**src/rtl/rice_pkg.sv**
```systemverilog
// Shared types and codes for the row int column extractor.
package rice_pkg;

	localparam int unsigned COL_W   = 5;
	localparam int unsigned NULL_W  = 32;
	localparam int unsigned VALUE_W = 32;

	typedef enum logic [1:0] {
		ST_FOUND = 2'd0,
		ST_NULL  = 2'd1,
		ST_BAD   = 2'd2,
		ST_RANGE = 2'd3
	} status_t;

	typedef enum logic [1:0] {
		TY_INT     = 2'd0,
		TY_FLOAT   = 2'd1,
		TY_BOOL    = 2'd2,
		TY_VARCHAR = 2'd3
	} col_type_t;

	typedef enum logic [1:0] {
		REG_COLUMN_COUNT  = 2'd0,
		REG_TARGET_COLUMN = 2'd1,
		REG_COLUMN_TYPES  = 2'd2
	} reg_index_t;

	// outcome of skipping forward to the next non-null column
	typedef struct packed {
		logic             hit;
		status_t          status;
		logic [COL_W-1:0] col;
		col_type_t        ty;
	} seek_res_t;

endpackage

```
**src/rtl/rice_seek.sv**
```systemverilog
// Finds the next non-null column from a start index and decides early outcomes.
module rice_seek (
	input  logic [rice_pkg::COL_W-1:0]  start,
	input  logic [rice_pkg::COL_W-1:0]  column_count,
	input  logic [3:0]                  target_column,
	input  logic [31:0]                 column_types,
	input  logic [rice_pkg::NULL_W-1:0] null_bits,
	output rice_pkg::seek_res_t         res
);

	logic [rice_pkg::NULL_W-1:0] cand;
	logic [rice_pkg::NULL_W-1:0] live;
	logic                        found;
	logic [rice_pkg::COL_W-1:0]  first;
	logic [rice_pkg::COL_W-1:0]  tgt;
	logic                        tgt_null;
	rice_pkg::col_type_t         ty;

	always_comb begin
		for (int i = 0; i < rice_pkg::NULL_W; i++) begin
			cand[i] = (rice_pkg::COL_W'(i) >= start) && (rice_pkg::COL_W'(i) < column_count);
			live[i] = cand[i] && !null_bits[i];
		end
		found = 1'b0;
		first = '0;
		for (int i = rice_pkg::NULL_W - 1; i >= 0; i--) begin
			if (live[i]) begin
				found = 1'b1;
				first = rice_pkg::COL_W'(i);
			end
		end
	end

	assign tgt      = {1'b0, target_column};
	assign tgt_null = cand[tgt] && null_bits[tgt] && (!found || (first > tgt));
	assign ty       = first[4] ? rice_pkg::TY_INT
		: rice_pkg::col_type_t'(column_types[{first[3:0], 1'b0} +: 2]);

	always_comb begin
		res.hit    = 1'b0;
		res.status = rice_pkg::ST_BAD;
		res.col    = first;
		res.ty     = ty;
		if (tgt_null) begin
			res.status = rice_pkg::ST_NULL;
		end else if (!found) begin
			res.status = rice_pkg::ST_BAD;
		end else if ((first == tgt) && (ty != rice_pkg::TY_INT)) begin
			res.status = rice_pkg::ST_BAD;
		end else begin
			res.hit = 1'b1;
		end
	end

endmodule

```
**src/rtl/row_int_column_extractor_top.sv**
```systemverilog
// Top level of the row int column extractor: row parser, config registers, output register.
//
//  channel  | dir | handshake                    | word
//  s_axis   | in  | s_axis_tvalid/s_axis_tready  | tdata: row_byte; tlast: row_last
//  m_axis   | out | m_axis_tvalid/m_axis_tready  | tdata: column_value; tuser: status
//  cfg      | in  | cfg_valid/cfg_ready          | cfg_index, cfg_data
//
// One row byte per cycle; the parse step plus the column skip search sits between
// the row state registers and the output register. A result appears on m_axis
// the cycle after the byte that decides it. s_axis_tready drops only while a
// result waits in the output register and m_axis_tready is low. arst_n clears
// row state and sets the config registers to defaults.
module row_int_column_extractor_top #(
	parameter int unsigned MAX_COLUMNS = 16
) (
	input  logic        clk,
	input  logic        arst_n,
	input  logic        s_axis_tvalid,
	output logic        s_axis_tready,
	input  logic [7:0]  s_axis_tdata,   // [7:0] row_byte
	input  logic        s_axis_tlast,
	output logic        m_axis_tvalid,
	input  logic        m_axis_tready,
	output logic [31:0] m_axis_tdata,   // [31:0] column_value
	output logic [1:0]  m_axis_tuser,   // [1:0] status
	input  logic        cfg_valid,
	output logic        cfg_ready,
	input  logic [1:0]  cfg_index,
	input  logic [31:0] cfg_data
);

	typedef enum logic [1:0] {
		PH_BITMAP,
		PH_FIELD,
		PH_LEN,
		PH_DONE
	} phase_t;

	localparam int unsigned CW = rice_pkg::COL_W;

	logic [CW-1:0]  column_count_q;
	logic [3:0]     target_column_q;
	logic [31:0]    column_types_q;

	phase_t                          phase_q, phase_n;
	logic [15:0]                     pos_q, pos_n;
	logic [CW-1:0]                   col_q, col_n;
	logic [16:0]                     left_q, left_n;
	logic [rice_pkg::NULL_W-1:0]     null_q, null_n;
	logic [rice_pkg::VALUE_W-1:0]    val_q, val_n;
	logic [15:0]                     len_q, len_n;

	logic                            out_valid_q;
	logic [31:0]                     out_value_q;
	rice_pkg::status_t               out_status_q;

	logic                            acc;
	logic                            emit;
	rice_pkg::status_t               st;
	logic [31:0]                     res_value;
	logic [CW-1:0]                   col_step;
	logic [CW-1:0]                   seek_start;
	logic                            tgt_here;
	logic [2:0]                      nbytes;
	logic [1:0]                      fsh;
	rice_pkg::seek_res_t             seek;

	assign cfg_ready     = 1'b1;
	assign s_axis_tready = !out_valid_q || m_axis_tready;
	assign acc           = s_axis_tvalid && s_axis_tready;
	assign m_axis_tvalid = out_valid_q;
	assign m_axis_tdata  = out_value_q;
	assign m_axis_tuser  = out_status_q;

	assign col_step   = col_q + CW'(1);
	assign seek_start = (phase_q == PH_BITMAP) ? '0 : col_step;
	assign tgt_here   = (col_q == {1'b0, target_column_q});
	assign nbytes     = 3'(({1'b0, column_count_q} + 6'd7) >> 3);
	assign fsh        = 2'(3'd4 - left_q[2:0]);

	rice_seek u_seek (
		.start         (seek_start),
		.column_count  (column_count_q),
		.target_column (target_column_q),
		.column_types  (column_types_q),
		.null_bits     (null_n),
		.res           (seek)
	);

	always_comb begin
		phase_n = phase_q;
		pos_n   = pos_q;
		col_n   = col_q;
		left_n  = left_q;
		null_n  = null_q;
		val_n   = val_q;
		len_n   = len_q;
		emit    = 1'b0;
		st      = rice_pkg::ST_BAD;
		case (phase_q)
			PH_BITMAP: begin
				if ((pos_q == '0) && ({1'b0, target_column_q} >= column_count_q)) begin
					emit = 1'b1;
					st   = rice_pkg::ST_RANGE;
				end else if ((pos_q == '0) && ({1'b0, column_count_q} > 6'(MAX_COLUMNS))) begin
					emit = 1'b1;
					st   = rice_pkg::ST_BAD;
				end else begin
					if (pos_q < 16'd4) begin
						null_n = null_q | (32'(s_axis_tdata) << {pos_q[1:0], 3'b000});
					end
					pos_n = (pos_q == 16'hFFFF) ? pos_q : pos_q + 16'd1;
					if (pos_n >= 16'(nbytes)) begin
						col_n = '0;
						if (seek.hit) begin
							col_n = seek.col;
							val_n = '0;
							len_n = '0;
							if (seek.ty == rice_pkg::TY_VARCHAR) begin
								left_n  = 17'd2;
								phase_n = PH_LEN;
							end else begin
								left_n  = (seek.ty == rice_pkg::TY_BOOL) ? 17'd1 : 17'd4;
								phase_n = PH_FIELD;
							end
						end else begin
							emit = 1'b1;
							st   = seek.status;
						end
					end
				end
			end
			PH_FIELD: begin
				if ((left_q >= 17'd1) && (left_q <= 17'd4) && tgt_here) begin
					val_n = val_q | (32'(s_axis_tdata) << {fsh, 3'b000});
				end
				left_n = (left_q != '0) ? left_q - 17'd1 : left_q;
				if (left_n == '0) begin
					if (tgt_here) begin
						emit = 1'b1;
						st   = rice_pkg::ST_FOUND;
					end else if (col_step == '0) begin
						emit = 1'b1;
						st   = rice_pkg::ST_BAD;
					end else if (seek.hit) begin
						col_n = seek.col;
						val_n = '0;
						len_n = '0;
						if (seek.ty == rice_pkg::TY_VARCHAR) begin
							left_n  = 17'd2;
							phase_n = PH_LEN;
						end else begin
							left_n  = (seek.ty == rice_pkg::TY_BOOL) ? 17'd1 : 17'd4;
							phase_n = PH_FIELD;
						end
					end else begin
						emit = 1'b1;
						st   = seek.status;
					end
				end
			end
			PH_LEN: begin
				if ((left_q >= 17'd1) && (left_q <= 17'd2)) begin
					len_n = len_q | (16'(s_axis_tdata) << {left_q[0], 3'b000});
				end
				left_n = (left_q != '0) ? left_q - 17'd1 : left_q;
				if (left_n == '0) begin
					if (len_n != '0) begin
						left_n  = 17'(len_n);
						phase_n = PH_FIELD;
					end else if (col_step == '0) begin
						emit = 1'b1;
						st   = rice_pkg::ST_BAD;
					end else if (seek.hit) begin
						col_n = seek.col;
						val_n = '0;
						len_n = '0;
						if (seek.ty == rice_pkg::TY_VARCHAR) begin
							left_n  = 17'd2;
							phase_n = PH_LEN;
						end else begin
							left_n  = (seek.ty == rice_pkg::TY_BOOL) ? 17'd1 : 17'd4;
							phase_n = PH_FIELD;
						end
					end else begin
						emit = 1'b1;
						st   = seek.status;
					end
				end
			end
			default: begin
			end
		endcase
		if (emit) begin
			phase_n = PH_DONE;
		end
		res_value = (emit && (st == rice_pkg::ST_FOUND)) ? val_n : '0;
		// short row: last byte with no result yet
		if (s_axis_tlast && (phase_n != PH_DONE)) begin
			emit      = 1'b1;
			st        = rice_pkg::ST_BAD;
			res_value = '0;
		end
	end

	always_ff @(posedge clk or negedge arst_n) begin
		if (!arst_n) begin
			column_count_q  <= CW'(1);
			target_column_q <= '0;
			column_types_q  <= '0;
		end else if (cfg_valid && cfg_ready) begin
			case (cfg_index)
				rice_pkg::REG_COLUMN_COUNT:  column_count_q  <= cfg_data[CW-1:0];
				rice_pkg::REG_TARGET_COLUMN: target_column_q <= cfg_data[3:0];
				rice_pkg::REG_COLUMN_TYPES:  column_types_q  <= cfg_data;
				default: begin
				end
			endcase
		end
	end

	always_ff @(posedge clk or negedge arst_n) begin
		if (!arst_n) begin
			phase_q <= PH_BITMAP;
			pos_q   <= '0;
			col_q   <= '0;
			left_q  <= '0;
			null_q  <= '0;
			val_q   <= '0;
			len_q   <= '0;
		end else if (acc) begin
			if (s_axis_tlast) begin
				phase_q <= PH_BITMAP;
				pos_q   <= '0;
				col_q   <= '0;
				left_q  <= '0;
				null_q  <= '0;
				val_q   <= '0;
				len_q   <= '0;
			end else begin
				phase_q <= phase_n;
				pos_q   <= pos_n;
				col_q   <= col_n;
				left_q  <= left_n;
				null_q  <= null_n;
				val_q   <= val_n;
				len_q   <= len_n;
			end
		end
	end

	always_ff @(posedge clk or negedge arst_n) begin
		if (!arst_n) begin
			out_valid_q <= 1'b0;
		end else if (acc && emit) begin
			out_valid_q <= 1'b1;
		end else if (m_axis_tready) begin
			out_valid_q <= 1'b0;
		end
	end

	always_ff @(posedge clk) begin
		if (acc && emit) begin
			out_value_q  <= res_value;
			out_status_q <= st;
		end
	end

endmodule

```
**config.mk**
```make
export PLATFORM = sky130hd
export DESIGN_NAME = row_int_column_extractor_top
export DESIGN_NICKNAME = d
export VERILOG_FILES = /design/src/rtl/rice_pkg.sv /design/src/rtl/rice_seek.sv /design/src/rtl/row_int_column_extractor_top.sv
export SDC_FILE = /design/constraint.sdc
export NUM_CORES = 1
export LEC_CHECK = 0
export ABC_AREA = 1
export BUFFER_PORTS_ARGS = -buffer_cell sky130_fd_sc_hd__buf_2
export CORE_ASPECT_RATIO = 1.1
export CORE_MARGIN = 2
export CORE_UTILIZATION = 50
export DETAILED_ROUTE_END_ITERATION = 10
export MAX_ROUTING_LAYER = met4
export PLACE_DENSITY = 0.72
export SKIP_LAST_GASP = 1
export SLEW_MARGIN = 20
export SYNTH_ARGS = -nofsm -noshare
export SYNTH_HDL_FRONTEND = slang
export SYNTH_SLANG_ARGS = --single-unit
```
**constraint.sdc**
```tcl
create_clock -name clk -period 7.01 [get_ports clk]
set_input_delay 0.3505 -clock clk [delete_from_list [all_inputs] [get_ports clk]]
set_output_delay 0.3505 -clock clk [all_outputs]
set_load 0.05 [all_outputs]
```
==> impl_metrics.py, run 1 <==
metrics = {
    "synth": {
        "yosysTopAreaCellShare": 0.3161,
        "synth_area_um2": 12670,
        "synthDistinctLibCells": 71,
        "yosysSeqAreaShare": 0.3988,
        "yosys.area.top_type": "dfrtp_1",
        "synth_edf_count": 34,
        "ys_seq_elements": 195,
        "syn_inst": 1637,
        "synth_warnings": 0,
        "syn_nets": 1708,
        "postSynth.asyncResetShare": 0.8256,
        "avgSynthCellArea_um2": 7.737,
        "synth_ff_type": "dfrtp_1",
        "yosys-top-cells-area": "dfrtp_1 (32%), edfxtp_1 (8.1%), nand2_1 (7.9%)",
    },
    "power_and_ir_drop": {
        "leakage_nw": 6.310,
        "ir_drop_mv": 0.2670,
        "power.density_nw_per_um2": 464.4,
    },
    "finish": {
        "diodes": 0,
        "mostFrequentLayoutCell": "nand2_1",
        "nets": 1768,
        "areaGrowthSynthToFinish_pct": 10.39,
        "design_area_um2": 13980,
        "mostFrequentLayoutCells": "nand2_1 (266), inv_1 (235), dfrtp_1 (158)",
        "layout-drive-gt1-share": 0.1556,
    },
    "setup_path": {
        "crit_path_end_kind": "flip-flop",
        "cp.required_ns": 7.13,
        "reg2reg_depth": 41,
        "crit_type": "reg -> reg",
        "reg2reg_to": "m_axis_tdata[30]",
        "critPathCapture": "m_axis_tdata[30]",
        "crit_top_cell": "nand2_1",
        "worstSetupStartpointType": "flip-flop",
        "regToRegSetupSlack_ns": 0.69,
        "timing.rr.start": "target_column_q[0]",
        "slowest_stage": "dfrtp_1",
        "startpoint": "target_column_q[0]",
        "critPathArrivalTime_ns": 6.45,
        "path_max_fanout": 34,
        "cpPeakStageDelay_ns": 0.55,
    },
    "clocking": {
        "cts-hold-fix-buffers": 0,
        "clockBufferDepth": 2,
        "clk_pin_slew_worst_paths_ns": 0.08,
        "clkSinkCount": 195,
        "cts_tree": "yes",
        "cts-root-buf": "clkbuf_16",
        "clock_latency_ns": 0.45,
        "cts_max_level": 4,
        "numCtsBuffers": 17,
    },
    "grt": {
        "grt_pass1_vias": 11420,
        "grt_max_degree": 95,
        "groute.usage.overall": 0.2953,
        "grt_pass1_wl_um": 60290,
        "grt_antenna_before_repair": 0,
        "overflow": 0,
    },
    "placed_design": {
        "post-place-ws_ns": 0.4726,
        "portBuffers": 83,
        "gp_congestion": 0.9880,
        "hpwlAfterDp_um": 27630,
        "placed_area_um2": 13310,
    },
    "timing": {
        "worstMarginPinSlew_ns": 1.085,
        "slew_viol_final": 0,
        "finalSetupViolCount": 0,
        "fin_tns_setup_ns": 0,
        "clock_skew_ns": 0.01304,
        "period_minus_slack_ns": 6.324,
        "max-slew-margin-rel": 0.2717,
        "holdWs_ns": -0.04032,
        "fmax_mhz": 158.1,
        "grt_setup_unrepaired": "false",
        "fin_ws_ns": 0.6859,
        "timing.final.crit_share": 0.9022,
        "hold_viol_final": 23,
    },
    "drt": {
        "drt-initial-drc-count": 1225,
        "vias_per_cell": 5.912,
        "drt_wl_total_um": 37430,
        "routedWlPerCell_um": 18.48,
        "vias": 11970,
        "postRouteAntennaNets": 0,
        "drc": 0,
        "first_pass_iters": 10,
    },
    "floorplanning": {
        "coreArea_um2": 25110,
        "ios": 85,
        "rows": 61,
        "die_area_um2": 26620,
        "initial_utilization": 0.5044,
        "die_h_um": 170.9,
        "die_x_um": 155.8,
    },
    "job": {
        "cap_violations": 0,
    },
    "status": {
        "violations": "hold timing",
        "outcome": "complete, but fails checks",
    },
    "hold_path": {
        "hold_class": "in -> async",
    },
}
## critical path, delay by kind of cell (launching register included)
kind / cells / cell delay [ns]
fa+ha+maj: 2 / 0.61
buf+inv: 9 / 1.11
compound gates: 8 / 1.29
simple gates: 22 / 2.40
flops: 1 / 0.55
## layer usage
layer	track usage	up-vias	share of wire	wire, µm
met5	-	-	0	0
met4	0.1193	0	0.045	1682
met3	0.03698	115	0.066	2487
met2	0.4781	550	0.47	17580
met1	0.3784	5613	0.42	15670
li1	-	5693	-	-
## timing repair
item	4_1_cts	5_1_grt
endpoints found under the setup margin	0	71
buffers inserted	0	3
resized for setup	0	3
## sequential cells by signal (all words and copies together) (netlist names)
| register | cells |
|---|---|
| column_count_q | 5 |
| val_q | 32 |
| null_q | 31 |
| column_types_q | 32 |
| m_axis_tvalid | 1 |
| left_q | 17 |
| pos_q | 16 |
| m_axis_tuser | 2 |
| len_q | 16 |
| m_axis_tdata | 32 |
| phase_q | 2 |
| col_q | 5 |
| target_column_q | 4 |
## cell type report
type	count	area (µm²)
fillers	2328	11130
multi-input cells	1117	6330
flip-flops and latches	195	5054
inverters	260	975.9
repair buffers	106	610.6
clock buffers	17	425.4
well taps	315	394.1
clock inverters	15	192.7
## worst min path at each step
stage	slack [ns]	start	depth (start not counted)	to
3_5_place_dp	0.48	column_types_q[0]	2	column_types_q[0]
6_report	-0.04	arst_n	1	null_q[11]
4_1_cts	0.02	arst_n	1	null_q[11]
2_1_floorplan	0.05	arst_n	0	col_q[0]
3_3_place_gp	0.48	column_types_q[3]	2	column_types_q[3]
5_1_grt	0.06	arst_n	1	null_q[11]
## Yosys cell counts, drive strengths merged (9+ instances only)
cell / count
dfrtp: 160
nor3: 38
o21ai: 134
ha: 23
nand2: 277
o31ai: 35
buf: 25
mux2: 28
edfxtp: 34
a22oi: 36
o21bai: 9
xor2: 26
inv: 255
nand3: 146
nand4: 26
nor2: 157
o22ai: 44
a21oi: 61
clkbuf: 41
nor4: 14
## per-stage QoR
stage | utilization | hold slack (ns) | instances | power (W)
3_3_place_gp | 0.5302 | 0.4772 | 1989 | 0.005300
6_report | 0.5568 | -0.04032 | 2025 | 0.006494
4_1_cts | 0.5548 | 0.02180 | 2021 | 0.006359
5_1_grt | 0.5568 | 0.05593 | 2025 | 0.006947
2_1_floorplan | - | 0.05491 | 1637 | 0.004377
3_5_place_dp | 0.5302 | 0.4779 | 1989 | 0.005322
## cell families after synthesis
logic type | Yosys count | synth area share
mux | 28 | 0.02489
fa+ha+maj | 23 | 0.02272
buf+inv | 326 | 0.1035
simple gates | 666 | 0.2401
xor+xnor | 26 | 0.01798
compound gates | 372 | 0.1916
other cells | 1 | 0.0002961
flops | 195 | 0.3988
## power by group
| part | internal (W) | leakage, nW | switching, W |
|---|---|---|---|
| Sequential | 0.00135 | 2.48 | 0.000147 |
| Combinational | 0.00109 | 3.53 | 0.00289 |
| Clock | 0.000515 | 0.294 | 0.000510 |
| Total | 0.00295 | 6.31 | 0.00354 |
No activity file was read; power rests on OpenSTA's default activity.
==> run 2, diff against run 1 <==
--- a/config.mk
+++ b/config.mk
@@ -11,6 +11,7 @@
 export CORE_MARGIN = 2
 export CORE_UTILIZATION = 50
 export DETAILED_ROUTE_END_ITERATION = 10
+export HOLD_SLACK_MARGIN = 0.12
 export MAX_ROUTING_LAYER = met4
 export PLACE_DENSITY = 0.72
 export SKIP_LAST_GASP = 1
@@ -18,3 +19,4 @@
 export SYNTH_ARGS = -nofsm -noshare
 export SYNTH_HDL_FRONTEND = slang
 export SYNTH_SLANG_ARGS = --single-unit
+export TNS_END_PERCENT = 10
==> constraint.sdc (replaced) <==
create_clock -name clk -period 6.8 [get_ports clk]
set_input_delay 0.34 -clock clk [delete_from_list [all_inputs] [get_ports clk]]
set_output_delay 0.34 -clock clk [all_outputs]
set_load 0.05 [all_outputs]
==> run 2 against run 1 <==
Net effect: the flow now finishes without violations; utilization up 0.92 points; setup slack worse by 0.080 ns; clock-buffer cell count unchanged; total power up 3.4%; register-to-register slack worse by 0.08 ns; sequential power up 3%; non-clock buffer count up 22; final cell count up 1.1%; final area up 1.7%; combinational power up 4%; global-route usage up 0.23 points; largest cell class unchanged; highest routed layer unchanged.
==> impl_metrics.py, run 2 (synthesized netlist as in run 1, its figures left out) <==
metrics = {
    "grt": {
        "groute.usage.overall": 0.2976,
        "grt_antenna_before_repair": 0,
        "grt_pass1_wl_um": 60670,
        "grt_pass1_vias": 11300,
        "grt_max_degree": 114,
        "overflow": 0,
    },
    "timing": {
        "worstMarginPinSlew_ns": 1.005,
        "timing.final.crit_share": 0.9109,
        "period_minus_slack_ns": 6.194,
        "fin_ws_ns": 0.6057,
        "finalSetupViolCount": 0,
        "fmax_mhz": 161.4,
        "slew_viol_final": 0,
        "hold_viol_final": 0,
        "fin_tns_setup_ns": 0,
        "holdWs_ns": 0.1271,
        "max-slew-margin-rel": 0.3257,
        "grt_setup_unrepaired": "false",
        "clock_skew_ns": 0.01654,
    },
    "clocking": {
        "numCtsBuffers": 17,
        "cts_max_level": 4,
        "clock_latency_ns": 0.45,
        "cts_tree": "yes",
        "clockBufferDepth": 2,
        "clkSinkCount": 195,
        "clk_pin_slew_worst_paths_ns": 0.09,
        "cts-root-buf": "clkbuf_16",
    },
    "floorplanning": {
        "die_area_um2": 26620,
        "ios": 85,
        "rows": 61,
        "coreArea_um2": 25110,
        "initial_utilization": 0.5044,
        "die_h_um": 170.9,
        "die_x_um": 155.8,
    },
    "hold_path": {
        "hold_class": "in -> reg",
    },
    "power_and_ir_drop": {
        "power.density_nw_per_um2": 472.2,
        "p_seq_frac": 0.229,
        "power.total_w": 0.006712,
        "switching_share": 0.5439,
        "switching_power_w": 0.003651,
        "pwr-share-comb": 0.612,
        "leakage_nw": 6.417,
        "ir_drop_mv": 0.2715,
        "power.share.clock": 0.159,
        "internal_power_w": 0.003061,
    },
    "finish": {
        "multi_input_area_um2": 6327,
        "post-route-util": 0.5660,
        "mostFrequentLayoutCell": "nand2_1",
        "mostFrequentLayoutCells": "nand2_1 (266), inv_1 (235), dfrtp_1 (159)",
        "nets": 1790,
        "areaGrowthSynthToFinish_pct": 12.22,
        "ff_latch_area_um2": 5052,
        "layout-drive-gt1-share": 0.1547,
        "diodes": 0,
        "fillers": 2306,
    },
    "job": {
        "cap_violations": 0,
    },
    "setup_path": {
        "slowest_stage": "dfrtp_2",
        "cp.required_ns": 6.95,
        "critPathArrivalTime_ns": 6.34,
        "worstSetupStartpointType": "flip-flop",
        "crit_top_cell": "nand2_1",
        "cpPeakStageDelay_ns": 0.49,
        "crit_type": "reg -> reg",
        "crit_path_end_kind": "flip-flop",
        "path_max_fanout": 34,
    },
    "drt": {
        "drt-initial-drc-count": 1122,
        "postRouteAntennaNets": 0,
        "vias": 12070,
        "routedWlPerCell_um": 18.67,
        "vias_per_cell": 5.894,
        "drc": 0,
        "drt_wl_total_um": 38220,
        "first_pass_iters": 5,
    },
    "placed_design": {
        "post-place-ws_ns": 0.3406,
        "gp_congestion": 1.004,
        "portBuffers": 83,
        "hpwlAfterDp_um": 27730,
    },
    "status": {
        "outcome": "complete, no violations",
    },
}
## run 2: cell count changes in the layout (fill, tap and decap cells not counted), sizes merged
| cell | previous run | this run |
|---|---|---|
| buf | 106 | 109 |
| clkinvlp | 2 | 1 |
| dlygate4sd3 | 0 | 18 |
| clkinv | 11 | 13 |
| inv | 261 | 260 |
| clkbuf | 17 | 18 |
## run 2: critical path, delay by kind of cell (launching register included)
family / cells / cell delay, ns
buf+inv: 9 / 1.08
compound gates: 7 / 1.05
simple gates: 29 / 2.67
flops: 1 / 0.49
fa+ha+maj: 2 / 0.55
## run 2: what timing repair did
item | in CTS | in global routing
setup buffers | 0 | 2
hold buffers | 16 | 2
gates resized for setup | 0 | 1
hold endpoints to repair | 37 | 2
endpoints found under the setup margin | 0 | 116
## run 2: per-layer routing
metal | vias up | wire (µm) | part of all wire | GRT usage
li1 | 5732 | - | - | -
met1 | 5694 | 16220 | 0.42 | 0.3828
met2 | 550 | 18100 | 0.47 | 0.4821
met3 | 90 | 2437 | 0.064 | 0.03014
met4 | 0 | 1465 | 0.038 | 0.1272
met5 | - | 0 | 0 | -
## run 2: final timing paths
| kind | cells past startpoint | slack [ns] | endpoint | from |
|---|---|---|---|---|
| max | 47 | 0.61 | m_axis_tdata[3] | column_count_q[3] |
| min | 2 | 0.13 | column_types_q[20] | cfg_data[20] |
| max reg2reg | 47 | 0.61 | m_axis_tdata[3] | column_count_q[3] |
| min reg2reg | 2 | 0.50 | column_types_q[3] | column_types_q[3] |
| max in group asynchronous | 3 | 4.98 | left_q[11] | arst_n |
| min in group asynchronous | 2 | 0.58 | null_q[10] | arst_n |
## run 2: stage by stage
stage          area [µm²]  std cells
3_3_place_gp        13360       1994
3_5_place_dp        13360       1994
2_1_floorplan       12670       1637
5_1_grt             14210       2047
4_1_cts             14160       2042
6_report            14210       2047
## run 2: power by group through the flow
stage          logic, W  clock network, W  registers (W)
6_report        0.00411           0.00107        0.00154
3_3_place_gp    0.00396                 0        0.00155
5_1_grt         0.00450           0.00113        0.00156
2_1_floorplan   0.00276                 0        0.00175
4_1_cts         0.00398           0.00109        0.00153
3_5_place_dp    0.00395                 0        0.00156
## run 2: layout make-up
class / count / area share
Clock inverter: 15 / 0.01452
Clock buffer: 17 / 0.02993
Tap cell: 315 / 0.02773
Sequential cell: 195 / 0.3555
Timing Repair Buffer: 128 / 0.05854
Multi-Input combinational cell: 1117 / 0.4452
Inverter: 260 / 0.06866
